[src/hdl/srsa_pkg.sv]
`timescale 1ns / 1ps
// Shared types, constants and helpers for the snapshot ring storage allocator.
// No dependencies; imported by every module of the block.
package srsa_pkg;

  // Frame ring and store geometry (FRAME_SLOTS must be a power of two)
  localparam int FRAME_SLOTS = 64;
  localparam int MAX_STORE   = 16384;
  localparam int MAX_REQUEST = 1024;

  localparam int SLOT_W  = $clog2(FRAME_SLOTS);
  localparam int CNT_W   = 15;
  localparam int POS_W   = 14;
  localparam int FRAME_W = 32;
  localparam int REQ_W   = 11;
  localparam int REL_W   = $clog2(FRAME_SLOTS + 1);

  // Largest frame distance that still leaves the ring with a free slot
  localparam logic [FRAME_W-1:0] SLOT_LAST = FRAME_W'(FRAME_SLOTS - 1);

  // Request codes
  typedef enum logic {
    REQ_ALLOC  = 1'b0,
    REQ_REINIT = 1'b1
  } req_code_t;

  typedef struct packed {
    logic             req_type;
    logic [REQ_W-1:0] request_count;
  } in_t;

  typedef struct packed {
    logic [POS_W-1:0]   start_position;
    logic [FRAME_W-1:0] frame_number;
    logic [FRAME_W-1:0] oldest_valid;
    logic [REL_W-1:0]   frames_released;
    logic [CNT_W-1:0]   free_after;
    logic               shortfall_error;
  } out_t;

  // Command bundle from the sequencer to the slot count store
  typedef struct packed {
    logic              clear_all;
    logic              rd_en;
    logic [SLOT_W-1:0] rd_addr;
    logic              wr_en;
    logic [SLOT_W-1:0] wr_addr;
    logic [CNT_W-1:0]  wr_data;
  } slot_cmd_t;

  // Effective store size: zero acts as one, oversize saturates
  function automatic logic [CNT_W-1:0] size_clamp(input logic [CNT_W-1:0] t);
    logic [CNT_W-1:0] r;
    r = t;
    if (t == '0) r = CNT_W'(1);
    if (t > CNT_W'(MAX_STORE)) r = CNT_W'(MAX_STORE);
    return r;
  endfunction

endpackage

[src/hdl/srsa_slot_store.sv]
`timescale 1ns / 1ps
// Per-slot entry counts: one synchronous memory plus a valid bit per slot.
// Depends on srsa_pkg. A read retires the slot (its valid bit drops).
module srsa_slot_store (
  input  logic                       clk,
  input  logic                       rst,
  input  srsa_pkg::slot_cmd_t        cmd,
  output logic [srsa_pkg::CNT_W-1:0] rd_data
);
  import srsa_pkg::*;

  logic [CNT_W-1:0]       mem [FRAME_SLOTS];
  logic [FRAME_SLOTS-1:0] valid;
  logic [CNT_W-1:0]       rd_q;
  logic                   rd_vld;

  // Memory write and registered read
  always_ff @(posedge clk) begin
    if (cmd.wr_en) begin
      mem[cmd.wr_addr] <= cmd.wr_data;
    end
    if (cmd.rd_en) begin
      rd_q   <= mem[cmd.rd_addr];
      rd_vld <= valid[cmd.rd_addr];
    end
  end

  // Valid bits: a never-written or retired slot reads as zero
  always_ff @(posedge clk) begin
    if (rst || cmd.clear_all) begin
      valid <= '0;
    end else begin
      if (cmd.rd_en) valid[cmd.rd_addr] <= 1'b0;
      if (cmd.wr_en) valid[cmd.wr_addr] <= 1'b1;
    end
  end

  assign rd_data = rd_vld ? rd_q : '0;

endmodule

[src/hdl/snapshot_ring_storage_allocator_core.sv]
`timescale 1ns / 1ps
// Top level of the snapshot ring storage allocator: request sequencer and result register.
// Depends on srsa_pkg and srsa_slot_store.

// Takes one request at a time. An allocate request runs through ST_FULL, ST_RELEASE,
// ST_COMMIT, ST_WRAP and ST_RESULT, staying in ST_RELEASE while the release loop retires
// frames (at most FRAME_SLOTS - 1). The oldest frame of a full ring needs no pass of the
// loop, because its slot is read in the same cycle as the ring check. The release loop reads
// one slot count per cycle from the slot store and folds it into the free count in the next.
// A shortfall skips ST_WRAP. A reinitialize request goes straight to ST_RESULT. A result that
// the receiver does not take adds its wait. The result sits in an output register, so the
// next request is taken while it waits. Writing total_entries also clears all storage at once
// and holds off requests for that cycle; there is no clearing pass.
module snapshot_ring_storage_allocator_core (
  input  logic                       clk,
  input  logic                       rst,
  input  logic                       in_valid,
  output logic                       in_ready,
  input  srsa_pkg::in_t              in_data,
  output logic                       out_valid,
  input  logic                       out_ready,
  output srsa_pkg::out_t             out_data,
  input  logic                       cfg_we,
  input  logic [srsa_pkg::CNT_W-1:0] cfg_data
);
  import srsa_pkg::*;

  typedef enum logic [2:0] {
    ST_IDLE,
    ST_FULL,
    ST_RELEASE,
    ST_COMMIT,
    ST_WRAP,
    ST_RESULT
  } state_t;

  state_t             state;
  logic [CNT_W-1:0]   total_entries;
  logic [CNT_W-1:0]   free_entries;
  logic [POS_W-1:0]   write_position;
  logic [FRAME_W-1:0] next_frame;
  logic [FRAME_W-1:0] oldest_frame;
  logic [REQ_W-1:0]   req_count;
  logic [REL_W-1:0]   released;
  logic               pend;
  logic [CNT_W-1:0]   wrap_sum;
  out_t               res;

  slot_cmd_t          cmd;
  logic [CNT_W-1:0]   rd_data;

  logic [CNT_W-1:0]   size;
  logic [SLOT_W-1:0]  cur_slot;
  logic               ring_full;
  logic [CNT_W:0]     free_sum;
  logic [CNT_W-1:0]   free_now;
  logic               cont;
  logic               short;
  logic [CNT_W-1:0]   wrap_sub;
  logic [CNT_W-1:0]   wrap_pos;
  logic               in_acc;
  logic [REQ_W-1:0]   count_sat;

  srsa_slot_store u_store (
    .clk     (clk),
    .rst     (rst),
    .cmd     (cmd),
    .rd_data (rd_data)
  );

  assign in_ready = (state == ST_IDLE) && !cfg_we;
  assign in_acc   = in_valid && in_ready;
  assign size     = size_clamp(total_entries);
  assign cur_slot = next_frame[SLOT_W-1:0];

  // Saturate the entry count
  assign count_sat = (in_data.request_count > REQ_W'(MAX_REQUEST)) ?
                     REQ_W'(MAX_REQUEST) : in_data.request_count;

  // Ring full check: the oldest frame shares the new slot
  assign ring_full = (next_frame - oldest_frame) > SLOT_LAST;

  // Release loop: fold in the slot read last cycle, then decide on another retirement
  assign free_sum = {1'b0, free_entries} + {1'b0, (pend ? rd_data : {CNT_W{1'b0}})};
  assign free_now = free_sum[CNT_W-1:0];
  assign cont     = (free_now < CNT_W'(req_count)) && (oldest_frame != next_frame);
  assign short    = free_entries < CNT_W'(req_count);

  // Write position wrap: compare-and-subtract, then a guard for tiny stores
  assign wrap_sub = wrap_sum - size;
  always_comb begin
    wrap_pos = (wrap_sum >= size) ? wrap_sub : wrap_sum;
    if (wrap_pos >= size) wrap_pos = '0;
  end

  // Slot store commands
  always_comb begin
    cmd           = '0;
    cmd.clear_all = cfg_we || (in_acc && in_data.req_type == REQ_REINIT);
    unique case (state)
      ST_FULL: begin
        cmd.rd_en   = ring_full;
        cmd.rd_addr = cur_slot;
      end
      ST_RELEASE: begin
        cmd.rd_en   = cont;
        cmd.rd_addr = oldest_frame[SLOT_W-1:0];
      end
      ST_COMMIT: begin
        cmd.wr_en   = !short;
        cmd.wr_addr = cur_slot;
        cmd.wr_data = CNT_W'(req_count);
      end
      default: ;
    endcase
  end

  // Sequencer, state registers and result register
  always_ff @(posedge clk) begin
    if (rst) begin
      state          <= ST_IDLE;
      total_entries  <= CNT_W'(MAX_STORE);
      free_entries   <= CNT_W'(MAX_STORE);
      write_position <= '0;
      next_frame     <= '0;
      oldest_frame   <= '0;
      pend           <= 1'b0;
      out_valid      <= 1'b0;
    end else begin
      // Output register: load a finished result once the previous one has gone
      if (state == ST_RESULT && (!out_valid || out_ready)) begin
        out_data  <= res;
        out_valid <= 1'b1;
      end else if (out_ready) begin
        out_valid <= 1'b0;
      end

      if (cfg_we) begin
        // Register write also reinitialises the storage
        total_entries  <= cfg_data;
        free_entries   <= size_clamp(cfg_data);
        write_position <= '0;
        next_frame     <= '0;
        oldest_frame   <= '0;
      end else begin
        unique case (state)
          ST_IDLE: begin
            if (in_acc) begin
              req_count <= count_sat;
              released  <= '0;
              pend      <= 1'b0;
              if (in_data.req_type == REQ_REINIT) begin
                free_entries        <= size;
                write_position      <= '0;
                next_frame          <= '0;
                oldest_frame        <= '0;
                res.start_position  <= '0;
                res.frame_number    <= '0;
                res.oldest_valid    <= '0;
                res.frames_released <= '0;
                res.free_after      <= size;
                res.shortfall_error <= 1'b0;
                state               <= ST_RESULT;
              end else begin
                state <= ST_FULL;
              end
            end
          end
          ST_FULL: begin
            if (ring_full) begin
              oldest_frame <= next_frame - SLOT_LAST;
              released     <= REL_W'(1);
              pend         <= 1'b1;
            end
            state <= ST_RELEASE;
          end
          ST_RELEASE: begin
            free_entries <= free_now;
            if (cont) begin
              oldest_frame <= oldest_frame + FRAME_W'(1);
              released     <= released + REL_W'(1);
              pend         <= 1'b1;
            end else begin
              pend  <= 1'b0;
              state <= ST_COMMIT;
            end
          end
          ST_COMMIT: begin
            if (short) begin
              res.start_position  <= '0;
              res.frame_number    <= '0;
              res.oldest_valid    <= oldest_frame;
              res.frames_released <= released;
              res.free_after      <= free_entries;
              res.shortfall_error <= 1'b1;
              state               <= ST_RESULT;
            end else begin
              free_entries <= free_entries - CNT_W'(req_count);
              wrap_sum     <= CNT_W'(write_position) + CNT_W'(req_count);
              next_frame   <= next_frame + FRAME_W'(1);
              state        <= ST_WRAP;
            end
          end
          ST_WRAP: begin
            res.start_position  <= write_position;
            res.frame_number    <= next_frame - FRAME_W'(1);
            res.oldest_valid    <= oldest_frame;
            res.frames_released <= released;
            res.free_after      <= free_entries;
            res.shortfall_error <= 1'b0;
            write_position      <= wrap_pos[POS_W-1:0];
            state               <= ST_RESULT;
          end
          ST_RESULT: begin
            if (!out_valid || out_ready) state <= ST_IDLE;
          end
          default: state <= ST_IDLE;
        endcase
      end
    end
  end

  // Checks on the allocator's own bookkeeping
  a_ring_bound: assert property (@(posedge clk) disable iff (rst)
    (next_frame - oldest_frame) <= FRAME_W'(FRAME_SLOTS))
    else $error("frame ring holds more frames than slots");

  a_free_bound: assert property (@(posedge clk) disable iff (rst)
    free_entries <= size)
    else $error("free count exceeds store size");

  a_wpos_bound: assert property (@(posedge clk) disable iff (rst)
    (state == ST_IDLE) |-> (CNT_W'(write_position) < size))
    else $error("write position outside the store");

  a_release_bound: assert property (@(posedge clk) disable iff (rst)
    released <= REL_W'(FRAME_SLOTS) || state == ST_IDLE)
    else $error("more frames retired than slots exist");

  a_one_at_a_time: assert property (@(posedge clk) disable iff (rst)
    in_acc |=> !in_ready)
    else $error("request taken while another is in progress");

endmodule
[config.mk]
export PLATFORM = sky130hd
export DESIGN_NAME = snapshot_ring_storage_allocator_core
export DESIGN_NICKNAME = d
export VERILOG_FILES = /design/src/hdl/srsa_pkg.sv /design/src/hdl/srsa_slot_store.sv /design/src/hdl/snapshot_ring_storage_allocator_core.sv
export SDC_FILE = /design/constraint.sdc
export NUM_CORES = 2
export LEC_CHECK = 0
export ABC_AREA = 1
export CORE_ASPECT_RATIO = 1.1
export CORE_MARGIN = 4
export CORE_UTILIZATION = 47
export CTS_CLUSTER_DIAMETER = 150
export DETAILED_ROUTE_END_ITERATION = 8
export DONT_BUFFER_PORTS = 1
export PLACE_DENSITY_LB_ADDON = 0.1
export SLEW_MARGIN = 20
export SYNTH_ARGS = -nofsm -noshare
export SYNTH_HDL_FRONTEND = slang
export SYNTH_SLANG_ARGS = --single-unit
[constraint.sdc]
create_clock -name clk -period 12.6 [get_ports clk]
set_clock_uncertainty 0.15 [all_clocks]
set_input_delay 0 -clock clk [delete_from_list [all_inputs] [get_ports clk]]
set_output_delay 0 -clock clk [all_outputs]
set_load 0.005 [all_outputs]
Word-level counts from Yosys, hierarchy flattened
Memories as Yosys holds them, arrays and structs flattened. A register that Yosys moved wholly into a read port is not among the register bits.
Index checks and enable logic that the tools add are counted.
- output and inout port bits: 103
- memories: 1
- logic and storage cells: 161
- RAM bits: 960
- bits of input ports: 32
- register bits: 413
- memory list (memory ; words ; width ; read ports ; clocked after Yosys merged registers in ; write ports ; RTL line ; RTL):
    u_store.mem ; 64 ; 15 ; 1 ; 1 ; 1 ; srsa_slot_store.sv:12 ; logic [CNT_W-1:0] mem [FRAME_SLOTS];
- bitwise logic cells: 6
- eq/ne operators: 17
- reductions and logical operators: 34
- mux-type cells: 56
- add/subtract/negate cells: 10
- order comparisons: 12
- operators with widths (operator ; number):
    101-bit 2-to-1 mux ; 3
    101-bit case mux with 3 select lines ; 1
    64-bit 2-to-1 mux ; 3
    15-bit 2-to-1 mux ; 11
    32-bit 2-to-1 mux ; 5
    32-bit case mux with 3 select lines ; 1
    32-bit by 1-bit adder with 32-bit output, second input constant ; 2
    64-bit bitwise AND ; 1
    64-bit NOT ; 1
    64-bit OR ; 1
    32-bit case mux with 2 select lines ; 1
    15-bit case mux with 3 select lines ; 1
    14-bit 2-to-1 mux ; 3
    32-bit by 6-bit greater-than comparator with 1-bit output, second input constant ; 1
    32-bit != test ; 1
    32-bit by 1-bit subtractor with 32-bit output, second input constant ; 1
    32-bit subtractor ; 1
    32-bit by 6-bit subtractor with 32-bit output, second input constant ; 1
    15-bit >= comparator ; 2
    15-bit greater-than comparator, second input constant ; 2
    15-bit zero test ; 2
    15-bit by 11-bit less-than comparator with 1-bit output ; 2
    14-bit case mux with 2 select lines ; 1
    4-bit AND reduction ; 6
    other kinds (37) ; 81

Depth between registers and ports, before layout
- depth in word-level cells: 16
- mapped depth: 29
- mapped depth without buffers: 27

Hierarchy
From an unflattened synthesis, not the netlist that was laid out.
- cells, all modules: 7353
- area total of the unflattened synthesis: 65851.9 um2
- by module, submodules not included (module ; cells each ; times used ; area each (um2) ; seq. area each (um2)):
    srsa_slot_store ; 4539 ; 1 ; 44226.2 ; 30589.3
    snapshot_ring_storage_allocator_core ; 2814 ; 1 ; 21625.7 ; 9318.9

Worst setup path after synthesis
No wires, ideal clock.
- kind: register -> register
- from: reg state[2]
- to: reg out_data[0] in the netlist's numbering (enable)
- setup time: 0.809 ns
- setup slack: 1.408 ns
- buffers on the path: 0
- clock period less this slack: 11.192 ns
- stages on the path, launching flop included: 3
- arrival time: 10.233 ns
- required time: 11.641 ns
- cell sequence: dfxtp_1 > inv_1 > nor4_1
- word-level cells in the longest chain between the ends: 3
- RTL lines (item ; RTL line ; RTL):
    start: declaration ; snapshot_ring_storage_allocator_core.sv:37 ; state_t state;
    start signal: assignment ; snapshot_ring_storage_allocator_core.sv:121 ; state <= ST_IDLE;
    start signal: assignment ; snapshot_ring_storage_allocator_core.sv:163 ; state <= ST_RESULT;
    start signal: assignment ; snapshot_ring_storage_allocator_core.sv:165 ; state <= ST_FULL;
    3-bit equality test ; snapshot_ring_storage_allocator_core.sv:131 ; if (state == ST_RESULT && (!out_valid || out_ready)) begin
    1-bit logical AND ; snapshot_ring_storage_allocator_core.sv:131 ;
    2-bit AND reduction (no line) ; - ;
    end signal: assignment ; snapshot_ring_storage_allocator_core.sv:132 ; out_data <= res;
    end: declaration ; snapshot_ring_storage_allocator_core.sv:22 ; output srsa_pkg::out_t out_data,
No other way between the ends.
A chain may end at the register's enable or synchronous reset.

Final worst setup path
- from: reg state[1]
- to: reg u_store.rd_q[6] (read register of u_store.mem) (data pin)
- word-level cells in the longest chain between the ends: 2
- elaborated cells on any way between the ends: 3
- those cells by class: eq/ne: 2; mux: 1
- RTL lines (item ; RTL line ; RTL):
    3-bit by 2-bit equality test with 1-bit output / 3-bit by 1-bit equality test with 1-bit output (equally long branches) ; snapshot_ring_storage_allocator_core.sv:100 ; unique case (state)
    7-bit case mux with 2 select lines * ; snapshot_ring_storage_allocator_core.sv:100 ;
    end: declaration ; srsa_slot_store.sv:14 ; logic [CNT_W-1:0] rd_q;
Every way passes the cells marked *; elsewhere a longest branch is shown, timed or not.

==> qor.yml <==
outcome: "complete, no violations"
power_density_mw_per_mm2: 146
leakage_nw: 21.7
start_kind: "flop"
syn_avg_cell_area_um2: 9.99
io_buffers: 0
maxCapViolations: 0
endpoint_kind: "flop"
syn_inst: 5163
netlist.top_cell.by_area: "edfxtp_1"
yosys.area_share.simple_pct: 19.3
clock_latency_ns: 0.74
cts_setup_buffers: 0
routedWlPerCell_um: 23.7
path_cells: "inv_2, nor2_2, nand2_2, buf_4, inv_2, nand2_1, nand2_4, inv_2, nand3_1, clkinv_2, buf_4, nand2_1, nand4_1, o21ai_0, nand2_1, nor2_1, nand2_1"
drv_slew: 0
crit_top_cell: "nand2_1"
design.core.area_mm2: 0.109
setup_tns_ns: 0
ys_ff_latch: 1128
fin_crit_ns: 6.42
path_class: "flop to flop"
hpwl_mm: 105
cts_resized: 0
initial_core_util_pct: 47.3
chipWidth_um: 324
grt_max_degree: 87
synth_compound_area_share_pct: 9.00
die_h_um: 356
ant_nets: 0
fin_crit_sh_pct: 50.9
diodes: 0
hold_buffers: 96
grt_overflow: 0
worst_ep_arrival_time_ns: 6.74
clkTransAtPathRegs_ns: 0.07
grt_pass1_vias: 36959
cts_sinks: 1128
htreeDepth: 3
setup_viol_count_final: 0
grt_pass1_wl_mm: 239
grt_use_total_pct: 27.7
via_per_inst: 5.66
vias: 38516
io_pins: 135
placement_rows: 127
synth_fp_nets: 5310
synth_warnings: 0
rrSetupSlack_ns: 6.18
drtPass1Iterations: 8
synth_top_family_by_area: "simple AND/OR/NAND/NOR gates"
antenna_found_initial: 0
slowest_delay_ns: 0.68
synth_edf_count: 951
total_power_mw: 8.48
synth_adder_area_share_pct: 2.86
nNetsFinal: 5437
first_iter_violations: 3969
synth_top_cells_by_count: "1283 x nand2_1, 951 x edfxtp_1, 565 x nor2_1"
areaGrowthSynthToFinish_pct: 12.8
tightest_slew_ns: 1.14
yosys.area.top_type_share_pct: 55.3
async_flop_share_pct: 0
cts_buffer_depth: 3
synth_xor_area_share_pct: 1.15
yosys_most_used_dff: "edfxtp_1"
fmaxAchievable_mhz: 156
synth_area_leaders: "edfxtp_1 55%, nand2_1 9.3%, dfxtp_1 6.9%"
synthesis.area_mm2: 0.0516
relSlewSlack_pct: 24.1
wl_mm: 161
route.detailed.drc: 0
gp_congestion: 0.952
cts_tree: "done"
worst-path-max-fanout: 30
cpMaxStageDelayCell: "clkinv_2"
cts-root-buf: "clkbuf_16"
hold_viol: 0
die-area_mm2: 0.115
ys_seq_area_share_pct: 62.2
drive_above_1_share_pct: 6.75
hp-class: "primary input to flop"
ir_worst_vdd_uv: 127
crit_required_ns: 12.93
rsz0062_at_grt: "no"
yosysUniqueCellTypes: 64
synth_most_common_cell: "nand2_1"
post_synth_mux_area_share_pct: 0
cts_buffers: 112
==> power breakdown <==
group | switching (mW) | leakage [nW] | internal (mW)
logic | 0.683 | 9.72 | 0.282
clock network | 1.47 | 1.80 | 1.93
registers | 0.0478 | 10.2 | 4.07
==> critical path, delay by kind of cell (launching register included) <==
family / cells / cell delay (ns)
compound gates: 1 / 0.65
buf+inv: 6 / 2.23
flops: 1 / 0.39
simple gates: 10 / 2.64
==> per-stage QoR <==
step	setup slack, ns	hold WS, ns	instances	instance area (um^2)	util [%]
final	6.18	0.147	6800	58200	53.4
after detailed placement	6.25	-0.0822	6499	53500	49.1
after global placement	6.36	-0.0836	6499	53500	49.1
after CTS	6.22	0.110	6800	58200	53.4
after floorplan	1.41	-0.00868	5163	51600	-
after global routing	5.99	0.163	6800	58200	53.4
==> flip-flops by register name, summed over array words and instances (netlist names), 15 cells and up <==
register and flops:
oldest_frame 32, free_entries 15, u_store.mem 704, next_frame 32, out_data 101, res 101, wrap_sum 15, total_entries 15
u_store.valid 64
==> cells in the final DEF (no fill, tap or decap), types with 50 or more instances in the layout <==
| cell | n |
|---|---|
| edfxtp_1 | 951 |
| buf_4 | 112 |
| a21oi_1 | 256 |
| a22o_1 | 50 |
| nor2_1 | 539 |
| clkbuf_16 | 113 |
| nand4_1 | 114 |
| inv_1 | 502 |
| ha_1 | 110 |
| nor3_1 | 94 |
| o21ai_0 | 201 |
| xor2_1 | 55 |
| a22oi_1 | 55 |
| dfxtp_1 | 177 |
| nand2_1 | 1281 |
| nand3_1 | 233 |
| dlygate4sd3_1 | 95 |
==> logic make-up after synthesis <==
kind of cell | count (synthesis)
AND/OR/NAND/NOR | 2378
flip-flops | 1128
AO/OA/AOI/OAI | 756
buffers and inverters | 718
adder cells (fa/ha/maj) | 115
XOR/XNOR | 68
==> metal layers <==
| layer | GRT usage (%) | wire, um | up-vias | share of wire, % |
|---|---|---|---|---|
| met5 | 0 | 0 | - | 0 |
| li1 | - | - | 18089 | - |
| met3 | 4.10 | 11600 | 259 | 7.2 |
| met2 | 46.0 | 76800 | 1541 | 48 |
| met4 | 9.61 | 5380 | 0 | 3.3 |
| met1 | 37.3 | 67100 | 18627 | 42 |
==> final timing paths <==
kind             from          endpoint  depth (start not counted)
min            cfg_we  free_entries[12]                          5
max reg2reg  state[1]   u_store.rd_q[6]                         17
max          state[1]   u_store.rd_q[6]                         17
min reg2reg   res[30]      out_data[30]                          0
==> layout make-up <==
class | instances | area, um^2
clock buffers | 143 | 2990
clock inverters | 62 | 732
fillers | 9741 | 50800
inverters | 523 | 1970
multi-input cells | 3317 | 16800
flip-flops and latches | 1128 | 32100
well taps | 1419 | 1780
repair buffers | 208 | 1810
(Power assumes the default switching activity.)
